### src/rtl/vfd_pkg.sv
// shared types, constants and word packing for the vfd command serializer
package vfd_pkg;

    // frame geometry
    localparam int ADDR_BITS       = 8;
    localparam int SHORT_DATA_BITS = 24;
    localparam int LONG_DATA_BITS  = 56;
    localparam int WORD_W          = LONG_DATA_BITS;
    localparam int CNT_W           = $clog2(LONG_DATA_BITS);

    // command modes
    localparam logic [3:0] MODE_BLINK     = 4'd0;
    localparam logic [3:0] MODE_ONOFF     = 4'd1;
    localparam logic [3:0] MODE_SHIFT     = 4'd2;
    localparam logic [3:0] MODE_GRID_LOAD = 4'd3;
    localparam logic [3:0] MODE_SET_ADDR  = 4'd4;
    localparam logic [3:0] MODE_INTENSITY = 4'd5;
    localparam logic [3:0] MODE_CHAR_WR   = 4'd6;
    localparam logic [3:0] MODE_DOT_WR    = 4'd7;
    localparam logic [3:0] MODE_PATTERN   = 4'd8;

    // opcode prefixes placed at the top of the command word
    localparam logic [3:0] OP_BLINK     = 4'h5;
    localparam logic [3:0] OP_ONOFF     = 4'h1;
    localparam logic [3:0] OP_SHIFT     = 4'h2;
    localparam logic [3:0] OP_GRID_LOAD = 4'h3;
    localparam logic [3:0] OP_SET_ADDR  = 4'h4;
    localparam logic [3:0] OP_INTENSITY = 4'h5;
    localparam logic [3:0] OP_CHAR_WR   = 4'h6;
    localparam logic [3:0] OP_DOT_WR    = 4'h7;
    localparam logic [3:0] OP_PATTERN   = 4'h8;

    // one command transaction
    typedef struct packed {
        logic [3:0]  mode;
        logic [1:0]  target_memory;
        logic [2:0]  period;
        logic [15:0] grid_mask;
        logic        flag;
        logic [7:0]  char_address;
        logic [3:0]  dots_address;
        logic [7:0]  data_byte;
        logic [34:0] pattern;
    } t_cmd;

    // one serial bit transaction
    typedef struct packed {
        logic chip_enable;
        logic serial_data;
        logic last;
    } t_bit;

    // controller to datapath
    typedef struct packed {
        logic load;
        logic shift_addr;
        logic shift_data;
        logic data_phase;
    } t_dp_ctrl;

    // datapath to controller
    typedef struct packed {
        logic mode_ok;
        logic addr_done;
        logic data_done;
    } t_dp_stat;

    function automatic logic [WORD_W-1:0] pack_word(input t_cmd c);
        logic [WORD_W-1:0] w;
        w = '0;
        case (c.mode)
            MODE_BLINK:     w = (WORD_W'(OP_BLINK) << 21) | (WORD_W'(c.target_memory) << 19)
                              | (WORD_W'(c.period) << 16) | WORD_W'(c.grid_mask);
            MODE_ONOFF:     w = (WORD_W'(OP_ONOFF) << 20) | (WORD_W'(c.target_memory) << 17)
                              | (WORD_W'(c.flag) << 16) | WORD_W'(c.grid_mask);
            MODE_SHIFT:     w = (WORD_W'(OP_SHIFT) << 20) | (WORD_W'(c.target_memory) << 17)
                              | (WORD_W'(c.flag) << 16);
            MODE_GRID_LOAD: w = (WORD_W'(OP_GRID_LOAD) << 20) | (WORD_W'(c.dots_address) << 16);
            MODE_SET_ADDR:  w = (WORD_W'(OP_SET_ADDR) << 20) | (WORD_W'(c.dots_address) << 16)
                              | (WORD_W'(c.char_address[5:0]) << 8);
            MODE_INTENSITY: w = (WORD_W'(OP_INTENSITY) << 20) | (WORD_W'(c.data_byte) << 8);
            MODE_CHAR_WR:   w = (WORD_W'(OP_CHAR_WR) << 20) | (WORD_W'(c.char_address[5:0]) << 8)
                              | WORD_W'(c.data_byte);
            MODE_DOT_WR:    w = (WORD_W'(OP_DOT_WR) << 20) | (WORD_W'(c.dots_address) << 16)
                              | (WORD_W'(c.data_byte) << 8);
            MODE_PATTERN:   w = (WORD_W'(OP_PATTERN) << 52) | (WORD_W'(c.char_address) << 40)
                              | WORD_W'(c.pattern);
            default:        w = '0;
        endcase
        return w;
    endfunction

endpackage

### src/rtl/vfd_stream_if.sv
// valid/ready channel interface carrying one payload type
interface vfd_stream_if #(parameter type T = logic);
    logic valid;
    logic ready;
    T     data;

    modport source (output valid, output data, input ready);
    modport sink   (input valid, input data, output ready);
endinterface

### src/rtl/vfd_ctrl.sv
// frame sequencing state machine for the vfd command serializer
module vfd_ctrl (
    input  logic              i_clk,
    input  logic              i_rst_n,
    input  logic              i_cmd_valid,
    output logic              o_cmd_ready,
    output logic              o_bit_valid,
    input  logic              i_bit_ready,
    input  vfd_pkg::t_dp_stat i_stat,
    output vfd_pkg::t_dp_ctrl o_ctrl
);
    import vfd_pkg::*;

    typedef enum logic [2:0] {
        S_IDLE = 3'b001,
        S_ADDR = 3'b010,
        S_DATA = 3'b100
    } t_state;

    t_state r_state, n_state;
    logic   w_bit_xfer;

    assign o_cmd_ready = (r_state == S_IDLE);
    assign o_bit_valid = (r_state != S_IDLE);
    assign w_bit_xfer  = o_bit_valid & i_bit_ready;

    // datapath commands
    always_comb begin
        o_ctrl.load       = o_cmd_ready & i_cmd_valid & i_stat.mode_ok;
        o_ctrl.shift_addr = (r_state == S_ADDR) & i_bit_ready;
        o_ctrl.shift_data = (r_state == S_DATA) & i_bit_ready;
        o_ctrl.data_phase = (r_state == S_DATA);
    end

    // next state
    always_comb begin
        n_state = r_state;
        unique case (r_state)
            S_IDLE: begin
                if (i_cmd_valid && i_stat.mode_ok) n_state = S_ADDR;
            end
            S_ADDR: begin
                if (w_bit_xfer && i_stat.addr_done) n_state = S_DATA;
            end
            S_DATA: begin
                if (w_bit_xfer && i_stat.data_done) n_state = S_IDLE;
            end
            default: n_state = S_IDLE;
        endcase
    end

    always_ff @(posedge i_clk) begin
        if (!i_rst_n) r_state <= S_IDLE;
        else          r_state <= n_state;
    end
endmodule

### src/rtl/vfd_datapath.sv
// address register, command word shifter and bit counter
module vfd_datapath (
    input  logic              i_clk,
    input  logic              i_rst_n,
    input  logic              i_cfg_we,
    input  logic [7:0]        i_cfg_data,
    input  vfd_pkg::t_cmd     i_cmd,
    input  vfd_pkg::t_dp_ctrl i_ctrl,
    output vfd_pkg::t_dp_stat o_stat,
    output vfd_pkg::t_bit     o_bit
);
    import vfd_pkg::*;

    logic [ADDR_BITS-1:0] r_dev_addr;
    logic [ADDR_BITS-1:0] r_addr_sh;
    logic [WORD_W-1:0]    r_word;
    logic [CNT_W-1:0]     r_cnt;
    logic                 r_long;
    logic                 w_last;

    // device address register
    always_ff @(posedge i_clk) begin
        if (!i_rst_n)      r_dev_addr <= '0;
        else if (i_cfg_we) r_dev_addr <= i_cfg_data;
    end

    // frame end detection
    assign w_last = r_long ? (r_cnt == CNT_W'(LONG_DATA_BITS - 1))
                           : (r_cnt == CNT_W'(SHORT_DATA_BITS - 1));

    always_comb begin
        o_stat.mode_ok   = (i_cmd.mode <= MODE_PATTERN);
        o_stat.addr_done = (r_cnt == CNT_W'(ADDR_BITS - 1));
        o_stat.data_done = w_last;
    end

    // shifters and bit counter
    always_ff @(posedge i_clk) begin
        if (!i_rst_n) begin
            r_cnt     <= '0;
            r_long    <= 1'b0;
            r_addr_sh <= '0;
            r_word    <= '0;
        end else if (i_ctrl.load) begin
            r_cnt     <= '0;
            r_long    <= (i_cmd.mode == MODE_PATTERN);
            r_addr_sh <= r_dev_addr;
            r_word    <= pack_word(i_cmd);
        end else if (i_ctrl.shift_addr) begin
            r_addr_sh <= {r_addr_sh[ADDR_BITS-2:0], 1'b0};
            r_cnt     <= (r_cnt == CNT_W'(ADDR_BITS - 1)) ? '0 : r_cnt + 1'b1;
        end else if (i_ctrl.shift_data) begin
            r_word <= {1'b0, r_word[WORD_W-1:1]};
            r_cnt  <= w_last ? '0 : r_cnt + 1'b1;
        end
    end

    // current serial bit
    always_comb begin
        o_bit.chip_enable = i_ctrl.data_phase;
        o_bit.serial_data = i_ctrl.data_phase ? r_word[0] : r_addr_sh[ADDR_BITS-1];
        o_bit.last        = i_ctrl.data_phase & w_last;
    end
endmodule

### src/rtl/vfd_command_serializer.sv
// top level of the vfd command serializer
// usage:
//   i_cmd  : command transaction (mode and fields); taken only while idle
//   o_bit  : one transaction per serial clock pulse: chip_enable, serial_data, last
//   i_cfg  : 8-bit device address write, always ready, write only while idle
// a frame is 8 address bits msb first with chip_enable low, then 24 data bits
// (56 for the pattern write) lsb first with chip_enable high; last marks the
// final data bit
// the first bit is offered in the cycle after the command is taken
// throughput: one bit per cycle from the shift registers while o_bit.ready
// modes above the pattern write are taken and dropped without any bits
// reset: synchronous, active low; returns to idle, device address cleared
// receiver stall: the current bit is held until o_bit.ready, no command is
//   taken until the frame has fully drained
module vfd_command_serializer (
    input  logic         i_clk,
    input  logic         i_rst_n,
    vfd_stream_if.sink   i_cmd,
    vfd_stream_if.source o_bit,
    vfd_stream_if.sink   i_cfg
);
    import vfd_pkg::*;

    t_dp_ctrl w_ctrl;
    t_dp_stat w_stat;

    assign i_cfg.ready = 1'b1;

    vfd_ctrl u_ctrl (
        .i_clk       (i_clk),
        .i_rst_n     (i_rst_n),
        .i_cmd_valid (i_cmd.valid),
        .o_cmd_ready (i_cmd.ready),
        .o_bit_valid (o_bit.valid),
        .i_bit_ready (o_bit.ready),
        .i_stat      (w_stat),
        .o_ctrl      (w_ctrl)
    );

    vfd_datapath u_dp (
        .i_clk      (i_clk),
        .i_rst_n    (i_rst_n),
        .i_cfg_we   (i_cfg.valid),
        .i_cfg_data (i_cfg.data),
        .i_cmd      (i_cmd.data),
        .i_ctrl     (w_ctrl),
        .o_stat     (w_stat),
        .o_bit      (o_bit.data)
    );
endmodule

### src/flat_wrapper.sv
// flat-port wrapper written by rule: the top's interface ports become plain ports
module vfd_command_serializer_flat import vfd_pkg::*;
  (i_clk, i_rst_n, i_cmd_valid, i_cmd_data, i_cmd_ready, o_bit_valid, o_bit_data, o_bit_ready, i_cfg_valid, i_cfg_data, i_cfg_ready);
  vfd_stream_if i_cmd_i ();
  vfd_stream_if o_bit_i ();
  vfd_stream_if i_cfg_i ();
  input  logic i_clk;
  input  logic i_rst_n;
  input wire logic [$bits(i_cmd_i.valid)-1:0] i_cmd_valid;
  input wire logic [$bits(i_cmd_i.data)-1:0] i_cmd_data;
  output wire logic [$bits(i_cmd_i.ready)-1:0] i_cmd_ready;
  output wire logic [$bits(o_bit_i.valid)-1:0] o_bit_valid;
  output wire logic [$bits(o_bit_i.data)-1:0] o_bit_data;
  input wire logic [$bits(o_bit_i.ready)-1:0] o_bit_ready;
  input wire logic [$bits(i_cfg_i.valid)-1:0] i_cfg_valid;
  input wire logic [$bits(i_cfg_i.data)-1:0] i_cfg_data;
  output wire logic [$bits(i_cfg_i.ready)-1:0] i_cfg_ready;
  assign i_cmd_i.valid = i_cmd_valid;
  assign i_cmd_i.data = i_cmd_data;
  assign i_cmd_ready = i_cmd_i.ready;
  assign o_bit_valid = o_bit_i.valid;
  assign o_bit_data = o_bit_i.data;
  assign o_bit_i.ready = o_bit_ready;
  assign i_cfg_i.valid = i_cfg_valid;
  assign i_cfg_i.data = i_cfg_data;
  assign i_cfg_ready = i_cfg_i.ready;
  vfd_command_serializer u_core (.i_clk(i_clk), .i_rst_n(i_rst_n), .i_cmd(i_cmd_i), .o_bit(o_bit_i), .i_cfg(i_cfg_i));
endmodule
### config.mk
export PLATFORM = sky130hd
export DESIGN_NAME = vfd_command_serializer_flat
export DESIGN_NICKNAME = d
export VERILOG_FILES = /design/src/rtl/vfd_pkg.sv /design/src/rtl/vfd_stream_if.sv /design/src/rtl/vfd_ctrl.sv /design/src/rtl/vfd_datapath.sv /design/src/rtl/vfd_command_serializer.sv /design/src/flat_wrapper.sv
export SDC_FILE = /design/constraint.sdc
export NUM_CORES = 1
export LEC_CHECK = 0
export ABC_AREA = 1
export BUFFER_PORTS_ARGS = -buffer_cell sky130_fd_sc_hd__clkbuf_2
export CORE_AREA = 2 2 41 43
export CTS_CLUSTER_DIAMETER = 30
export DETAILED_ROUTE_END_ITERATION = 8
export DIE_AREA = 0 0 43 45
export PLACE_DENSITY = 0.65
export SYNTH_ARGS = -nofsm -noshare
export SYNTH_HDL_FRONTEND = slang
export SYNTH_SLANG_ARGS = --single-unit
### constraint.sdc
create_clock -name i_clk -period 1.8 [get_ports i_clk]
set_clock_uncertainty 0.15 [all_clocks]
set_input_delay 0.18 -clock i_clk [delete_from_list [all_inputs] [get_ports i_clk]]
set_output_delay 0.18 -clock i_clk [all_outputs]
set_load 0.02 [all_outputs]
==> run summary, run 1 <==
commonest non-fill, non-tap cell in the layout: nand2_1
min-delay src: i_rst_n
syn_nets: 93
Pins Over Slew Limit: 0
crit path DAT: 1.35 ns
CORE AREA: 1470 um^2
Num CTS Buffers: 3
First-pass DRT Iterations: 4
period utilisation layout: 0.936
Post-DRT Antenna Nets: 0
YS warnings: 0
Routed Wire Length: 1040 um
port bufs: 6
Final min period: 1.68 ns
first-pass GRT wire length: 1810 um
Comb pwr share: 0.285
number of antenna diodes: 0
buffer depth of the longest clock path: 2
Post-CTS Hold Buffers: 0
GRT Util Overall: 0.130
TNS Setup: 0 ns
drt initial violations: 15
Mapped Avg Cell Area: 6.74 um^2
routed vias/inst: 4.99
site row count: 14
R2R Path End: u_core.u_dp.r_cnt[1]
vias in the first global route: 447
Hold Path Stages: 3
Die W: 43 um
Worst Hold End: u_core.u_ctrl.r_state[2]
clk_lat worst skew: 0.27 ns
Critical Path Source: u_core.u_dp.r_cnt[1]
Layout Nets: 103
WL/cell: 9.43 um
Design Power: 0.000553 W
Static Leakage: 0.307 nW
DRC viols: 0
#FFs+latches synth: 9
Critical Path RT: 1.47 ns
VDD IR max: 496 uV
H-Tree Level Count: 1
most frequent cells in the layout: nand2_1 (19), inv_1 (10), nor2_1 (10)
Final GP Congestion: 0.826
mapped cell area: 573 um^2
Initial Util: 0.389
CP Launch Type: flip-flop
die area: 1940 um^2
Psw: 0.000196 W
unrepaired setup endpoints after global routing: no
final non-filler cell total: 110
RR Startpoint: u_core.u_ctrl.r_state[0]
power share of the sequential group: 0.425
CTS clk-pin slew, worst paths: 0.07 ns
CTS tree: built
CP Capture Type: output port
CTS root buf: clkbuf_4
Sw Share: 0.355
Pwr Density: 830 nW/um^2
CTS sink count: 9
via count: 549
Peak Freq: 0.594 GHz
Final Hold Viols: 0
Final Util: 0.453
Crit Path Class: flip-flop to output port
reg2reg setup slack: 0.31 ns
DP Area: 618 um^2
fin area: 667 um^2
io pins: 11
post-synthesis cell count: 85
post-synthesis sequential area ratio: 0.314
Distinct cells, synth: 25
# setup viols final: 0
Clk pwr share: 0.290
Int Pwr: 0.000357 W
antenna violations before repair: 0
register area: 183 um^2
die height: 45 um
largest net degree at the start of global routing: 12
status: complete, no violations
crit-path max FO: 5
Area Growth Syn to Fin: 16.4%
post-DP HPWL: 805 um
area of the multi-input gates: 357 um^2
R2R depth: 6
path type of the worst min-delay path: primary input to flip-flop
max-cap violations: 0
FILL cells: 162
Placed Instances: 106
layout cells sized above 1: 0.277
GRT Residual Overflow: 0
[area by class of cell]
class                           instances  share of cell area
Timing Repair Buffer                    7              0.0600
Multi-Input combinational cell         63               0.535
Sequential cell                         9               0.274
Tap cell                               16              0.0300
Clock buffer                            4              0.0394
Inverter                               11              0.0619
[power groups by stage]
stage	clock network, W	logic (W)	registers (W)
2_1_floorplan	0	0.000126	0.000236
3_3_place_gp	0	0.000156	0.000238
6_report	0.000161	0.000158	0.000235
4_1_cts	0.000167	0.000159	0.000235
5_1_grt	0.000174	0.000180	0.000238
3_5_place_dp	0	0.000158	0.000239
[timing repair]
action | CTS | global route
gates resized for setup | 5 | 3
setup endpoints to repair | 1 | 1
setup buffers | 0 | 0
pin swaps | 1 | 0
[flip-flops by register name, summed over array words and instances (netlist names)]
signal and count:
u_core.u_ctrl.r_state 3, u_core.u_dp.r_cnt 6
[cells by family after synthesis]
| kind of cell | share of synthesized area |
|---|---|
| adders and majority gates | 0.0218 |
| DFF | 0.314 |
| buffers and inverters | 0.105 |
| AOI/OAI and AO/OA | 0.107 |
| and+or+nand+nor | 0.445 |
| other | 0.00654 |
[per-stage QoR]
| step | setup slack (ns) | hold slack [ns] |
|---|---|---|
| floorplan | 0.206 | 0.174 |
| global placement | 0.233 | 0.288 |
| detailed placement | 0.220 | 0.292 |
| CTS | 0.0284 | 0.00534 |
| global route | 0.00557 | 0.0204 |
| finish | 0.115 | 0.00810 |
[worst max path at each step]
stage               slack [ns]         end
floorplan                 0.21  o_bit_data
global placement          0.23  o_bit_data
detailed placement        0.22  o_bit_data
CTS                       0.03  o_bit_data
global route             0.006  o_bit_data
finish                    0.12  o_bit_data
[cells in the mapped netlist (all sizes together)]
master	n	area, um^2
ha	1	12.5
nand2	22	87.6
nand3b	2	27.5
nand4	3	25.0
nor3	1	5.00
or2	1	6.26
nand3	8	50.1
buf	2	18.8
a21o	1	7.51
a21oi	7	38.8
nor2	12	47.6
dfxtp	9	180
inv	11	41.3
conb	1	3.75
nor4	1	6.26
o21ai	3	15.0
[worst max-delay path: stages, from the launching register on]
cell     delay [ns]
dfxtp_2        0.36
ha_4           0.16
nand2_1        0.07
nor2_2         0.12
nand2_2        0.08
nor4_2         0.13
buf_4          0.18
[routing by layer]
metal / track usage / vias to the layer above / wire length (um)
li1: - / 294 / -
met1: 0.166 / 245 / 502
met2: 0.182 / 8 / 479
met3: 0.0360 / 2 / 30
met4: 0.109 / 0 / 25
met5: 0 / - / 0
Power figures use the tool's default switching activity.
==> run 2, diff against run 1 <==
CELL_PAD_IN_SITES_DETAIL_PLACEMENT = 1   (was not set)
CELL_PAD_IN_SITES_GLOBAL_PLACEMENT = 2   (was not set)
CORE_AREA = 2 2 50 52   (was 2 2 41 43)
DIE_AREA = 0 0 52 54   (was 0 0 43 45)
PLACE_DENSITY = 0.75   (was 0.65)
==> run 2 against run 1 <==
  * Count of clock-buffer cells in the layout is the same
  * Die area grew 45%
  * Wire length is 29% higher
  * Core utilization down 15 points
  * Sequential share of layout area decreased by 0.99 points
  * Setup slack worse by 0.012 ns
  * Highest routed layer unchanged
==> run summary, run 2 (synthesis results as in run 1) <==
status: complete, no violations
Final GP Congestion: 0.704 (-15%)
die height: 54 um (+20%)
Peak Freq: 0.590 GHz (-0.68%)
Largest Register: u_core.u_dp.r_cnt
Worst Hold End: u_core.u_ctrl.r_state[2]
FILL cells: 307 (+90%)
CTS tree: built
first-pass GRT wire length: 2230 um (+23%)
VDD IR max: 465 uV (-6.4%)
Hold Path Stages: 3 (unchanged)
H-Tree Level Count: 1 (unchanged)
clk_lat worst skew: 0.26 ns (about the same)
post-DP HPWL: 1100 um (+36%)
die area: 2810 um^2 (+45%)
commonest non-fill, non-tap cell in the layout: nand2_1
vias in the first global route: 541 (+21%)
path type of the worst min-delay path: primary input to flip-flop
Num CTS Buffers: 3 (unchanged)
Area Growth Syn to Fin: 20.7%
antenna violations before repair: 0 (unchanged)
Final min period: 1.70 ns (+0.0116 ns)
Post-DRT Antenna Nets: 0 (unchanged)
RR Startpoint: u_core.u_ctrl.r_state[0]
Pins Over Slew Limit: 0 (unchanged)
CORE AREA: 2320 um^2 (+58%)
layout cells sized above 1: 0.284 (+0.00761)
min-delay src: i_rst_n
area of the multi-input gates: 357 um^2 (unchanged)
period utilisation layout: 0.942 (+0.00645)
max-cap violations: 0 (unchanged)
WL/cell: 10.7 um (+13%)
Pwr Density: 809 nW/um^2 (-2.5%)
Final Hold Viols: 0 (unchanged)
routed vias/inst: 4.54 (-9.1%)
Initial Util: 0.247 (-0.142)
final non-filler cell total: 125 (+14%)
register area: 183 um^2 (unchanged)
crit-path max FO: 3 (-2)
First-pass DRT Iterations: 2 (-2)
Fin Hold WS: 0.0234 ns (+0.0153 ns)
Place WS: 0.264 ns (+0.0440 ns)
GRT Util Overall: 0.111 (-0.0196)
Final Util: 0.298 (-0.155)
CTS sink count: 9 (unchanged)
io pins: 11 (unchanged)
Post-CTS Hold Buffers: 0 (unchanged)
Largest regs: u_core.u_dp.r_cnt: 6 flops, u_core.u_ctrl.r_state: 3 flops
Layout Nets: 104 (+0.97%)
Crit Path Class: flip-flop to output port
CP Capture Type: output port
DRC viols: 0 (unchanged)
largest net degree at the start of global routing: 12 (unchanged)
drt initial violations: 5 (-10)
buffer depth of the longest clock path: 2 (unchanged)
via count: 567 (+3.3%)
Static Leakage: 0.312 nW (+1.8%)
Routed Wire Length: 1330 um (+29%)
reg2reg setup slack: 0.30 ns (about the same)
number of antenna diodes: 0 (unchanged)
setup bufs post-CTS: 0 (unchanged)
# setup viols final: 0 (unchanged)
Die W: 52 um (+21%)
Placed Instances: 121 (+14%)
GRT Residual Overflow: 0 (unchanged)
site row count: 18 (+4)
Largest register FFs: 6 (unchanged)
crit path DAT: 1.37 ns (+0.02 ns)
R2R depth: 6 (unchanged)
most frequent cells in the layout: nand2_1 (19), inv_1 (10), nor2_1 (10)
R2R Path End: u_core.u_dp.r_cnt[1]
Critical Path RT: 1.47 ns (about the same)
CP Launch Type: flip-flop
Design Power: 0.000560 W (+1.2%)
CTS root buf: clkbuf_4
CTS clk-pin slew, worst paths: 0.07 ns (about the same)
setup ws final: 0.104 ns (-0.0116 ns)
port bufs: 6 (unchanged)
## run 2: changes by cell type in the layout (fill, tap and decap cells not counted)
cell | previous run | this run
buf_4 | 2 | 3
## run 2: power by group
group          internal, W  switching, W
combinational    0.0000573      0.000105
sequential        0.000214     0.0000227
clock            0.0000856     0.0000751
## run 2: repair_timing
item / 4_1_cts / 5_1_grt
gates resized for setup: 4 / 4
endpoints found under the setup margin: 1 / 1
pin swaps: 1 / 0
## run 2: cell type report
class,instances,share of cell area
repair buffers,8,0.0687
multi-input cells,63,0.515
inverters,11,0.0597
well taps,30,0.0542
clock buffers,4,0.0380
flip-flops and latches,9,0.264
## run 2: worst max path at each step
stage / from / to / cells past startpoint
floorplan: u_core.u_dp.r_cnt[0] / o_bit_data / 5
global placement: u_core.u_dp.r_cnt[1] / o_bit_data / 6
detailed placement: u_core.u_dp.r_cnt[1] / o_bit_data / 6
CTS: u_core.u_dp.r_cnt[0] / o_bit_data / 6
global route: u_core.u_dp.r_cnt[0] / o_bit_data / 6
finish: u_core.u_dp.r_cnt[1] / o_bit_data / 6
## run 2: through the flow
| stage | TNS, ns | cell area [um^2] |
|---|---|---|
| after floorplan | 0 | 579 |
| after global placement | 0 | 643 |
| after detailed placement | 0 | 643 |
| after CTS | 0 | 678 |
| after global routing | -0.00185 | 692 |
| final | 0 | 692 |
## run 2: worst max-delay path: stages, from the launching register on
cell and delay, ns:
dfxtp_2 0.36, ha_4 0.14, nand2_1 0.06, nor2_2 0.12, nand2_2 0.09, nor4_2 0.15
buf_4 0.18
## run 2: metal layers
layer  track usage  vias to the layer above  part of all wire
met4        0.0658                        0            0.0075
met2         0.194                        8              0.53
met5             0                        -                 0
met1         0.122                      264              0.43
li1              -                      293                 -
met3        0.0250                        2             0.029
